[config.mk]
export PLATFORM = sky130hd
export DESIGN_NAME = line_fold_word_wrap
export DESIGN_NICKNAME = d
export VERILOG_FILES = /design/src/rtl/core/lfw_pkg.sv /design/src/rtl/core/lfw_ctrl.sv /design/src/rtl/core/lfw_datapath.sv /design/src/rtl/core/line_fold_word_wrap.sv
export SDC_FILE = /design/constraint.sdc
export NUM_CORES = 1
export LEC_CHECK = 0
export CAP_MARGIN = 10
export CORE_MARGIN = 4
export CORE_UTILIZATION = 45
export CTS_BUF_LIST = sky130_fd_sc_hd__clkbuf_8
export DETAILED_ROUTE_END_ITERATION = 10
export DONT_BUFFER_PORTS = 1
export SETUP_SLACK_MARGIN = 0.02
export SLEW_MARGIN = 10
export SYNTH_ARGS = -nofsm -noshare
export SYNTH_HDL_FRONTEND = slang
export SYNTH_SLANG_ARGS = --single-unit
[constraint.sdc]
create_clock -name clk -period 4.5 [get_ports clk]
set_clock_uncertainty 0.15 [all_clocks]
set_input_delay 0.45 -clock clk [delete_from_list [all_inputs] [get_ports clk]]
set_output_delay 0.45 -clock clk [all_outputs]
set_load 0.005 [all_outputs]
[src/rtl/core/lfw_pkg.sv]
package lfw_pkg;

  localparam logic [7:0] CH_SPACE = 8'h20;
  localparam logic [7:0] CH_TAB   = 8'h09;
  localparam logic [7:0] CH_NL    = 8'h0A;

  localparam logic [7:0] MAX_LINE_RESET = 8'd79;

  localparam int         COL_W       = 9;
  localparam int         COL_MAX_INT = 511;
  localparam logic [COL_W-1:0] COL_MAX = 9'd511;

  localparam int WORD_DEPTH_DEF = 32;
  localparam int TAB_STOP_DEF   = 8;

  typedef struct packed {
    logic [7:0] char_in;
    logic       end_of_input;
  } lfw_in_t;

  typedef struct packed {
    logic [7:0] char_out;
    logic       last_of_run;
  } lfw_out_t;

  typedef enum logic [1:0] {
    S_IDLE,
    S_BREAK,
    S_FLUSH,
    S_BLANK
  } lfw_state_t;

  // controller -> datapath
  typedef struct packed {
    logic take_in;   // latch request, rewind read index
    logic store;     // append request byte to the word
    logic brk;       // emit line break before the word
    logic flush;     // emit one word byte
    logic blank;     // emit the blank (or its newline)
  } lfw_cmd_t;

  // datapath -> controller
  typedef struct packed {
    logic in_blank;
    logic in_eoi;
    logic word_empty;
    logic word_full;
    logic blank_r;
    logic need_break;
    logic flush_last;
    logic slot_free;
  } lfw_status_t;

  function automatic logic is_blank(input logic [7:0] c);
    return (c == CH_SPACE) || (c == CH_TAB) || (c == CH_NL);
  endfunction

endpackage

[src/rtl/core/lfw_ctrl.sv]
module lfw_ctrl
  import lfw_pkg::*;
(
  input  logic        clk,
  input  logic        rst_n,
  input  logic        in_valid,
  output logic        in_stall,
  input  lfw_status_t st,
  output lfw_cmd_t    cmd
);

  lfw_state_t state_r, state_nxt;

  always_ff @(posedge clk) begin
    if (!rst_n) begin
      state_r <= S_IDLE;
    end else begin
      state_r <= state_nxt;
    end
  end

  always_comb begin
    state_nxt = state_r;
    case (state_r)
      S_IDLE: begin
        if (in_valid) begin
          if (st.in_eoi) begin
            state_nxt = st.word_empty ? S_IDLE : S_FLUSH;
          end else if (st.in_blank) begin
            state_nxt = st.word_empty ? S_BLANK : S_BREAK;
          end else if (st.word_full) begin
            state_nxt = S_FLUSH;
          end
        end
      end
      S_BREAK: begin
        if (!st.need_break || st.slot_free) begin
          state_nxt = S_FLUSH;
        end
      end
      S_FLUSH: begin
        if (st.slot_free && st.flush_last) begin
          state_nxt = st.blank_r ? S_BLANK : S_IDLE;
        end
      end
      S_BLANK: begin
        if (st.slot_free) begin
          state_nxt = S_IDLE;
        end
      end
      default: state_nxt = S_IDLE;
    endcase
  end

  always_comb begin
    cmd      = '0;
    in_stall = 1'b1;
    case (state_r)
      S_IDLE: begin
        in_stall    = 1'b0;
        cmd.take_in = in_valid;
        cmd.store   = in_valid && !st.in_eoi && !st.in_blank && !st.word_full;
      end
      S_BREAK: cmd.brk   = st.need_break && st.slot_free;
      S_FLUSH: cmd.flush = st.slot_free;
      S_BLANK: cmd.blank = st.slot_free;
      default: cmd = '0;
    endcase
  end

endmodule

[src/rtl/core/lfw_datapath.sv]
module lfw_datapath
  import lfw_pkg::*;
#(
  parameter int WORD_DEPTH = WORD_DEPTH_DEF,
  parameter int TAB_STOP   = TAB_STOP_DEF
) (
  input  logic        clk,
  input  logic        rst_n,
  input  lfw_in_t     in_data,
  input  logic        cfg_wr_en,
  input  logic [7:0]  cfg_wr_data,
  input  lfw_cmd_t    cmd,
  output lfw_status_t st,
  output logic        out_valid,
  input  logic        out_stall,
  output lfw_out_t    out_data
);

  localparam int CNT_W = $clog2(WORD_DEPTH);
  localparam int PH_W  = $clog2(TAB_STOP + 1);
  localparam logic [PH_W-1:0]  SAT_PHASE = PH_W'(COL_MAX_INT % TAB_STOP);
  localparam logic [PH_W-1:0]  TAB_LAST  = PH_W'(TAB_STOP - 1);
  localparam logic [PH_W-1:0]  TAB_W     = PH_W'(TAB_STOP);
  localparam logic [CNT_W-1:0] FULL_CNT  = CNT_W'(WORD_DEPTH - 1);

  logic [7:0]       max_line_r, max_line_nxt;
  logic [COL_W-1:0] column_r, column_nxt;
  logic [PH_W-1:0]  phase_r, phase_nxt;
  logic             may_break_r, may_break_nxt;
  logic [CNT_W-1:0] count_r, count_nxt;
  logic [CNT_W-1:0] idx_r, idx_nxt;
  logic [7:0]       char_r, char_nxt;
  logic             eoi_r, eoi_nxt;
  logic             out_valid_r, out_valid_nxt;
  lfw_out_t         out_data_r, out_data_nxt;

  logic [7:0]       mem [WORD_DEPTH];
  logic [7:0]       rd_data_r;
  logic             wr_en;
  logic [CNT_W-1:0] wr_addr;
  logic [7:0]       wr_data;

  logic             slot_free;
  logic             blank_r;
  logic             is_tab;
  logic [PH_W-1:0]  blank_w;
  logic [COL_W:0]   sum_word;
  logic [COL_W:0]   sum_blank;
  logic             blank_nl;
  logic             blank_sat;
  logic             flush_last;
  logic [PH_W-1:0]  phase_inc;

  assign slot_free  = !out_valid_r || !out_stall;
  assign blank_r    = !eoi_r && is_blank(char_r);
  assign is_tab     = (char_r == CH_TAB);
  assign blank_w    = is_tab ? (TAB_W - phase_r) : PH_W'(1);
  assign sum_word   = {1'b0, column_r} + (COL_W+1)'(count_r);
  assign sum_blank  = {1'b0, column_r} + (COL_W+1)'(blank_w);
  assign blank_nl   = (char_r == CH_NL) || (sum_blank > (COL_W+1)'(max_line_r));
  assign blank_sat  = sum_blank > (COL_W+1)'(COL_MAX);
  assign flush_last = (idx_r == count_r - CNT_W'(1));
  assign phase_inc  = (phase_r == TAB_LAST) ? '0 : phase_r + PH_W'(1);

  always_comb begin
    st.in_blank   = is_blank(in_data.char_in);
    st.in_eoi     = in_data.end_of_input;
    st.word_empty = (count_r == '0);
    st.word_full  = (count_r == FULL_CNT);
    st.blank_r    = blank_r;
    st.need_break = may_break_r && (sum_word > (COL_W+1)'(max_line_r));
    st.flush_last = flush_last;
    st.slot_free  = slot_free;
  end

  always_comb begin
    max_line_nxt  = cfg_wr_en ? cfg_wr_data : max_line_r;
    column_nxt    = column_r;
    phase_nxt     = phase_r;
    may_break_nxt = may_break_r;
    count_nxt     = count_r;
    idx_nxt       = idx_r;
    char_nxt      = char_r;
    eoi_nxt       = eoi_r;
    wr_en         = 1'b0;
    wr_addr       = count_r;
    wr_data       = in_data.char_in;
    out_valid_nxt = out_valid_r && out_stall;
    out_data_nxt  = out_data_r;

    if (cmd.take_in) begin
      char_nxt = in_data.char_in;
      eoi_nxt  = in_data.end_of_input;
      idx_nxt  = '0;
    end

    if (cmd.store) begin
      wr_en     = 1'b1;
      count_nxt = count_r + CNT_W'(1);
    end

    if (cmd.brk) begin
      out_valid_nxt = 1'b1;
      out_data_nxt  = '{char_out: CH_NL, last_of_run: 1'b0};
      column_nxt    = '0;
      phase_nxt     = '0;
      may_break_nxt = 1'b0;
    end

    if (cmd.flush) begin
      out_valid_nxt = 1'b1;
      out_data_nxt  = '{char_out: rd_data_r, last_of_run: flush_last && !blank_r};
      if (column_r != COL_MAX) begin
        column_nxt = column_r + COL_W'(1);
        phase_nxt  = phase_inc;
      end
      idx_nxt = idx_r + CNT_W'(1);
      if (flush_last) begin
        idx_nxt = '0;
        if (!eoi_r && !blank_r) begin
          // full word: the request byte starts the next word
          wr_en     = 1'b1;
          wr_addr   = '0;
          wr_data   = char_r;
          count_nxt = CNT_W'(1);
        end else begin
          count_nxt = '0;
        end
      end
    end

    if (cmd.blank) begin
      out_valid_nxt = 1'b1;
      if (blank_nl) begin
        out_data_nxt  = '{char_out: CH_NL, last_of_run: 1'b1};
        column_nxt    = '0;
        phase_nxt     = '0;
        may_break_nxt = 1'b0;
      end else begin
        out_data_nxt  = '{char_out: char_r, last_of_run: 1'b1};
        may_break_nxt = 1'b1;
        if (blank_sat) begin
          column_nxt = COL_MAX;
          phase_nxt  = SAT_PHASE;
        end else begin
          column_nxt = sum_blank[COL_W-1:0];
          phase_nxt  = is_tab ? '0 : phase_inc;
        end
      end
    end
  end

  always_ff @(posedge clk) begin
    if (!rst_n) begin
      max_line_r  <= MAX_LINE_RESET;
      column_r    <= '0;
      phase_r     <= '0;
      may_break_r <= 1'b0;
      count_r     <= '0;
      idx_r       <= '0;
      out_valid_r <= 1'b0;
    end else begin
      max_line_r  <= max_line_nxt;
      column_r    <= column_nxt;
      phase_r     <= phase_nxt;
      may_break_r <= may_break_nxt;
      count_r     <= count_nxt;
      idx_r       <= idx_nxt;
      out_valid_r <= out_valid_nxt;
    end
  end

  always_ff @(posedge clk) begin
    char_r     <= char_nxt;
    eoi_r      <= eoi_nxt;
    out_data_r <= out_data_nxt;
  end

  // word buffer; read port follows the next index so data lines up with idx_r
  always_ff @(posedge clk) begin
    if (wr_en) begin
      mem[wr_addr] <= wr_data;
    end
    rd_data_r <= mem[idx_nxt];
  end

  assign out_valid = out_valid_r;
  assign out_data  = out_data_r;

endmodule

[src/rtl/core/line_fold_word_wrap.sv]
// channel | direction | handshake          | payload
// in      | input     | in_valid / in_stall   | lfw_in_t  (char_in, end_of_input)
// out     | output    | out_valid / out_stall | lfw_out_t (char_out, last_of_run)
// cfg     | input     | cfg_wr_en             | cfg_wr_data = max_line
//
// A non-blank byte is appended to the word without leaving idle. A blank runs a break
// check that emits the break if one is due, then the word's bytes, then the blank
// (just the blank with an empty word). An end-of-input or a byte meeting a full word
// emits only the word; the single read port gives one byte a cycle unless stalled.
// Reset is synchronous on rst_n; max_line returns to 79, the line and word are empty.
// out_stall holds the output register and the emitting step; in_stall is high while
// a request is being worked.
module line_fold_word_wrap
  import lfw_pkg::*;
#(
  parameter int WORD_DEPTH = WORD_DEPTH_DEF,
  parameter int TAB_STOP   = TAB_STOP_DEF
) (
  input  logic       clk,
  input  logic       rst_n,
  input  logic       in_valid,
  output logic       in_stall,
  input  lfw_in_t    in_data,
  output logic       out_valid,
  input  logic       out_stall,
  output lfw_out_t   out_data,
  input  logic       cfg_wr_en,
  input  logic [7:0] cfg_wr_data
);

  lfw_cmd_t    cmd;
  lfw_status_t st;

  lfw_ctrl u_ctrl (
    .clk      (clk),
    .rst_n    (rst_n),
    .in_valid (in_valid),
    .in_stall (in_stall),
    .st       (st),
    .cmd      (cmd)
  );

  lfw_datapath #(
    .WORD_DEPTH (WORD_DEPTH),
    .TAB_STOP   (TAB_STOP)
  ) u_datapath (
    .clk         (clk),
    .rst_n       (rst_n),
    .in_data     (in_data),
    .cfg_wr_en   (cfg_wr_en),
    .cfg_wr_data (cfg_wr_data),
    .cmd         (cmd),
    .st          (st),
    .out_valid   (out_valid),
    .out_stall   (out_stall),
    .out_data    (out_data)
  );

  a_one_cmd: assert property (@(posedge clk) disable iff (!rst_n)
    $onehot0({cmd.store, cmd.brk, cmd.flush, cmd.blank}))
    else $error("more than one datapath command at once");

  a_emit_free: assert property (@(posedge clk) disable iff (!rst_n)
    (cmd.brk || cmd.flush || cmd.blank) |-> st.slot_free)
    else $error("emit while output register is held");

  a_blank_done: assert property (@(posedge clk) disable iff (!rst_n)
    cmd.blank |=> !in_stall)
    else $error("not back to idle after the blank");

endmodule

* After elaboration in Yosys (flattened, before gate mapping)
Memory sizes are Yosys's and may differ from the RTL's. A register that Yosys moved wholly into a read port is not among the register bits.
Cells that the tools add are included.
** Operators by class
- Add/subtract/negate cells :: 8
- Reduce and logical (&&, ||, !) cells :: 30
- Order comparisons :: 3
- Mux-type cells :: 60
- Eq/ne operators :: 18
** Operator list (count)
- $mux W9 :: 10
- $mux W5 :: 9
- $mux W4 :: 9
- $eq A8 B4 Y1 const B :: 4
- $mux W8 :: 3
- $mux W2 :: 11
- $gt A10 B8 Y1 :: 2
- $mux W1 :: 17
- $eq A8 B6 Y1 const B :: 2
- $add A5 B1 Y5 const B :: 2
- $add A9 B4 Y10 :: 1
- $add A9 B5 Y10 :: 1
- $gt A10 B9 Y1 const B :: 1
- $logic_and A1 B1 Y1 :: 10
- $add A9 B1 Y9 const B :: 1
- $ne A9 B9 Y1 const B :: 1
- $logic_not A1 Y1 :: 8
- $pmux W2 S4 :: 1
- $logic_or A1 B1 Y1 :: 7
- $ne A2 B1 Y1 const B :: 3
- $eq A5 B5 Y1 :: 1
- $eq A5 B5 Y1 const B :: 1
- $logic_not A5 Y1 :: 1
- $reduce_and A5 Y1 :: 1
- 11 further kinds :: 12
** Storage, ports and cells
- Input port bits :: 22
- Memories :: 1
- Memory bits (writable) :: 256
- Register bits after elaboration :: 53
** Memory list
- u_datapath.mem :: depth 32, width 8, rd ports 1, clocked after memory_dff 1, wr ports 1, RTL line lfw_datapath.sv:37 : logic [7:0] mem [WORD_DEPTH];

* Logic depth before layout (Yosys ltp)
- Word-level depth :: 13
- Mapped depth :: 19
- Mapped depth without buffers :: 18

* Cells and area by module
Synthesis repeated with hierarchy kept, for this count alone.
** Second synthesis, totals
- Cells, all modules :: 1033
- Area, all modules :: 14263.7 µm²
** By module, submodules not included
- lfw_datapath :: times used 1, cells each 1005, area each 14042.2 µm²
- lfw_ctrl :: times used 1, cells each 28, area each 221.5 µm²

* Worst setup path after synthesis
Ideal clock, no wire load.
- Path type :: register to register
- From :: register u_datapath.char_r[2]
- To :: register u_datapath.column_r[4]
- Clock period less this slack :: 4.884 ns
- Data required time :: 4.264 ns
- Arrival :: 4.649 ns
- Setup slack :: -0.384 ns
- Path buffers :: 1
- Stages on the path, launching flop included :: 18
- Cells stage by stage :: edfxtp_1 > or4_1 > nor3_1 > nand4_1 > ha_1 > fa_1 > a21o_1 > a21oi_1 > xnor2_1 > ha_1 > a21o_1 > a221o_1 > a211o_1 > a211oi_2 > and2_1 > buf_2 > a22oi_1 > a211oi_1
** Between the ends
- Longest elaborated chain between the ends :: 7
- Elaborated cells on any way between the ends :: 10
- Classes of those cells :: add/sub (1); order compare (2); eq/ne (2); mux (4); reduce/logical (1)
** Ends and longest elaborated chain
- start: declaration :: RTL line lfw_datapath.sv:32 : logic [7:0] char_r, char_nxt;
- start signal: assignment :: RTL line lfw_datapath.sv:174 : char_r <= char_nxt;
- $eq A8 B4 Y1 :: RTL line lfw_datapath.sv:56 : assign is_tab = (char_r == CH_TAB);
- $mux W4 :: RTL line lfw_datapath.sv:57 : assign blank_w = is_tab ? (TAB_W - phase_r) : PH_W'(1);
- $add A9 B4 Y10 :: RTL line lfw_datapath.sv:59 : assign sum_blank = {1'b0, column_r} + (COL_W+1)'(blank_w);
- $gt A10 B9 Y1 or $gt A10 B8 Y1 (tied branches) :: RTL line lfw_datapath.sv:61, lfw_datapath.sv:60
- $mux W9 or $logic_or A1 B1 Y1 (tied branches) :: RTL line lfw_datapath.sv:142, lfw_datapath.sv:60
- $mux W9 * :: RTL line lfw_datapath.sv:134 : if (blank_nl) begin
- $mux W9 * :: RTL line lfw_datapath.sv:132 : if (cmd.blank) begin
- end signal: assignment :: RTL line lfw_datapath.sv:164 : column_r <= column_nxt;
- end: declaration :: RTL line lfw_datapath.sv:27 : logic [COL_W-1:0] column_r, column_nxt;
Every way passes the cells marked *; elsewhere a longest branch is shown, timed or not.
A chain may end at the register's enable or synchronous reset.

* Worst setup path after layout
- From :: register u_datapath.char_r[6]
- To :: register u_datapath.column_r[1]
Same word-level chain as after synthesis.

==> results.sh <==
export IMPL_status="complete, but fails checks"
export IMPL_violations="setup timing"
export IMPL_period_needed_ns=4.58
export IMPL_pwr_density_cell_nw_per_um2=389
export IMPL_via_per_inst=5.87
export IMPL_ys_ff_latch=317
export IMPL_synth_area_um2=14200
export IMPL_drt_initial_drc_count=701
export IMPL_synth_most_common_cell="edfxtp_1"
export IMPL_tightest_slew_ns=1.20
export IMPL_syn_num_nets=1168
export IMPL_r2r_slack_ns=-0.08
export IMPL_hold_class="input port to flop"
export IMPL_gp_congestion=0.833
export IMPL_synth_top_area_frac=0.579
export IMPL_drv_slew=0
export IMPL_boundaryPins=33
export IMPL_ir_drop_mv=0.343
export IMPL_r2r_start="u_datapath.char_r[6]"
export IMPL_antennaDiodeCount=0
export IMPL_min_to="u_ctrl.state_r[1]"
export IMPL_gr_total_overflow=0
export IMPL_start_util=0.460
export IMPL_synth_cell_type_count=68
export IMPL_core_area_um2=30900
export IMPL_placed_cells=1535
export IMPL_end_kind="flop"
export IMPL_stdcell_count=1657
export IMPL_fin_nets=1280
export IMPL_die_area_um2=34500
export IMPL_hpwl_um=24100
export IMPL_cts_buffers=54
export IMPL_required_ns=4.90
export IMPL_postLayoutSetupSlackWorst_ns=-0.0820
export IMPL_post_place_ws_ns=-0.148
export IMPL_synthArstFlopShare=0
export IMPL_synth_common_cells="274 x edfxtp_1, 143 x nand2_1, 62 x a211oi_1, 59 x nor2_1, 58 x and3_1"
export IMPL_power_w=0.00646
export IMPL_worstSkewPairLatency_ns=0.61
export IMPL_yosysSeqAreaShare=0.639
export IMPL_setup_violations=13
export IMPL_cts_root_buf="clkbuf_8"
export IMPL_slew_headroom=0.194
export IMPL_hold_viol_final=0
export IMPL_cts_sinks=317
export IMPL_r2r_cells=17
export IMPL_port_buffers=0
export IMPL_clk_pin_slew_ns=0.06
export IMPL_firstDrtPassIters=5
export IMPL_rsz0062_at_grt="true"
export IMPL_antenna_found_initial=0
export IMPL_routedWlPerCell_um=22.9
export IMPL_clk_path_buf_depth=3
export IMPL_gr_usage_all_layers=0.217
export IMPL_vias=9724
export IMPL_yosys_most_used_dff="edfxtp_1"
export IMPL_synth_edff_count=274
export IMPL_cp_data_arrival_time_ns=4.98
export IMPL_grt_pass1_vias=9487
export IMPL_crit_path_start_kind="flop"
export IMPL_post_synth_cell_area_avg_um2=12.8
export IMPL_p_leak_nw=5.92
export IMPL_synth_cells=1110
export IMPL_path_class="flop to flop"
export IMPL_grt_pass1_wl_um=56900
export IMPL_r2r_end="u_datapath.column_r[1]"
export IMPL_fp_row_count=64
export IMPL_grt_max_degree=71
export IMPL_max_clock_freq_mhz=218
export IMPL_synth_top_cell_by_area="edfxtp_1"
export IMPL_cap_violations=0
export IMPL_synth_warnings=0
export IMPL_fp_dieW_um=186
export IMPL_min_path_cells=2
export IMPL_final_antenna_net_count=0
export IMPL_critPathMaxFanout=5
export IMPL_drc=0
export IMPL_syn2layout_area_growth_pct=16.9
export IMPL_cts_htree_levels=2
export IMPL_wirelength_um=38000
export IMPL_cts_tree="done"
export IMPL_drive_above_1_share=0.178
export IMPL_synth_area_leaders="edfxtp_1 58%, dfxtp_1 6.1%, nand2_1 3.8%"
export IMPL_period_share=1.02
export IMPL_dieHeight_um=186
export IMPL_hp_start="out_stall"
export IMPL_fill_cells=2603
state kept, by name (all words and copies together) (netlist names), 2 cells and up:
name,cells
u_ctrl.state_r,2
u_datapath.idx_r,5
u_datapath.mem,256
u_datapath.rd_data_r,8
u_datapath.out_data,9
u_datapath.max_line_r,8
u_datapath.count_r,5
u_datapath.phase_r,4
u_datapath.column_r,9
u_datapath.char_r,8
worst max-delay path: stages (launching register included):
cell      delay (ns)
edfxtp_1        0.39
or4_4           0.57
nor3_4          0.20
nand4_1         0.12
ha_2            0.23
fa_2            0.36
a21o_1          0.19
a21oi_2         0.19
xnor2_1         0.16
ha_1            0.27
a21o_1          0.16
a221o_1         0.34
a211o_1         0.30
a211oi_4        0.30
buf_4           0.17
buf_6           0.11
and3_4          0.19
a221o_1         0.13
cell usage in the layout (no fill, tap or decap), types with 9 or more instances in the layout:
cell	count
nand2_1	142
a211oi_1	62
nor3_1	14
and3_1	57
inv_1	39
clkinv_1	19
a311oi_1	40
o21ai_0	9
mux2i_1	36
dlygate4sd3_1	19
o22ai_1	9
edfxtp_1	274
clkbuf_8	55
buf_4	92
xnor2_1	15
nand3_1	17
a21o_1	10
o221ai_1	14
clkinv_2	10
ha_1	31
nor4_1	19
a21oi_1	22
nor2_1	58
dfxtp_1	43
how the worst max path moves through the flow:
stage,startpoint,endpoint,slack [ns],cells after the start
2_1_floorplan,u_datapath.char_r[6],u_datapath.column_r[4],-0.03,17
3_3_place_gp,u_datapath.char_r[6],u_datapath.out_data[7],-0.07,17
3_5_place_dp,u_datapath.char_r[6],u_datapath.column_r[4],-0.15,17
4_1_cts,u_datapath.char_r[6],u_datapath.column_r[4],-0.05,18
5_1_grt,u_datapath.char_r[6],u_datapath.column_r[1],-0.24,17
6_report,u_datapath.char_r[6],u_datapath.column_r[1],-0.08,17
per-layer routing:
metal | vias up | track usage | routed length (µm)
met5 | - | 0 | 0
met4 | 0 | 0.0804 | 1350
met3 | 92 | 0.0338 | 1890
met2 | 280 | 0.365 | 18600
met1 | 4820 | 0.287 | 16200
li1 | 4532 | - | -
cell type report:
class | instances | area [µm²] | share of cell area
Sequential cell | 317 | 9090 | 0.547
Multi-Input combinational cell | 700 | 4950 | 0.298
Timing Repair Buffer | 118 | 995 | 0.0599
Clock buffer | 55 | 757 | 0.0456
Tap cell | 396 | 495 | 0.0298
Clock inverter | 40 | 214 | 0.0129
Inverter | 31 | 116 | 0.00700
stage by stage:
stage	hold WS, ns	util	TNS, ns	area, µm²
global placement	0.325	0.495	-0.560	15300
CTS	0.00880	0.533	-0.146	16500
finish	0.0464	0.537	-0.593	16600
global route	0.0296	0.537	-3.90	16600
floorplan	0.303	-	-0.0330	14300
detailed placement	0.340	0.495	-1.34	15300
logic make-up after synthesis:
| group | share of synthesized area |
|---|---|
| buffers and inverters | 0.0275 |
| multiplexers | 0.0308 |
| XOR/XNOR | 0.0170 |
| adder cells (fa/ha/maj) | 0.0327 |
| AO/OA/AOI/OAI | 0.134 |
| flip-flops | 0.639 |
| AND/OR/NAND/NOR | 0.119 |
what timing repair did:
action	in CTS	in global routing
pin swaps	7	10
hold buffers	19	0
resized for setup	5	11
endpoints found under the setup margin	19	21
setup buffers	2	6
hold endpoints to repair	24	0
where the power goes:
part	internal, W	total, W	switching [W]
clock network	0.00120	0.00238	0.00118
logic	0.000289	0.000773	0.000484
registers	0.00326	0.00331	0.0000480
Note: power is estimated with default switching activity, not from simulation.
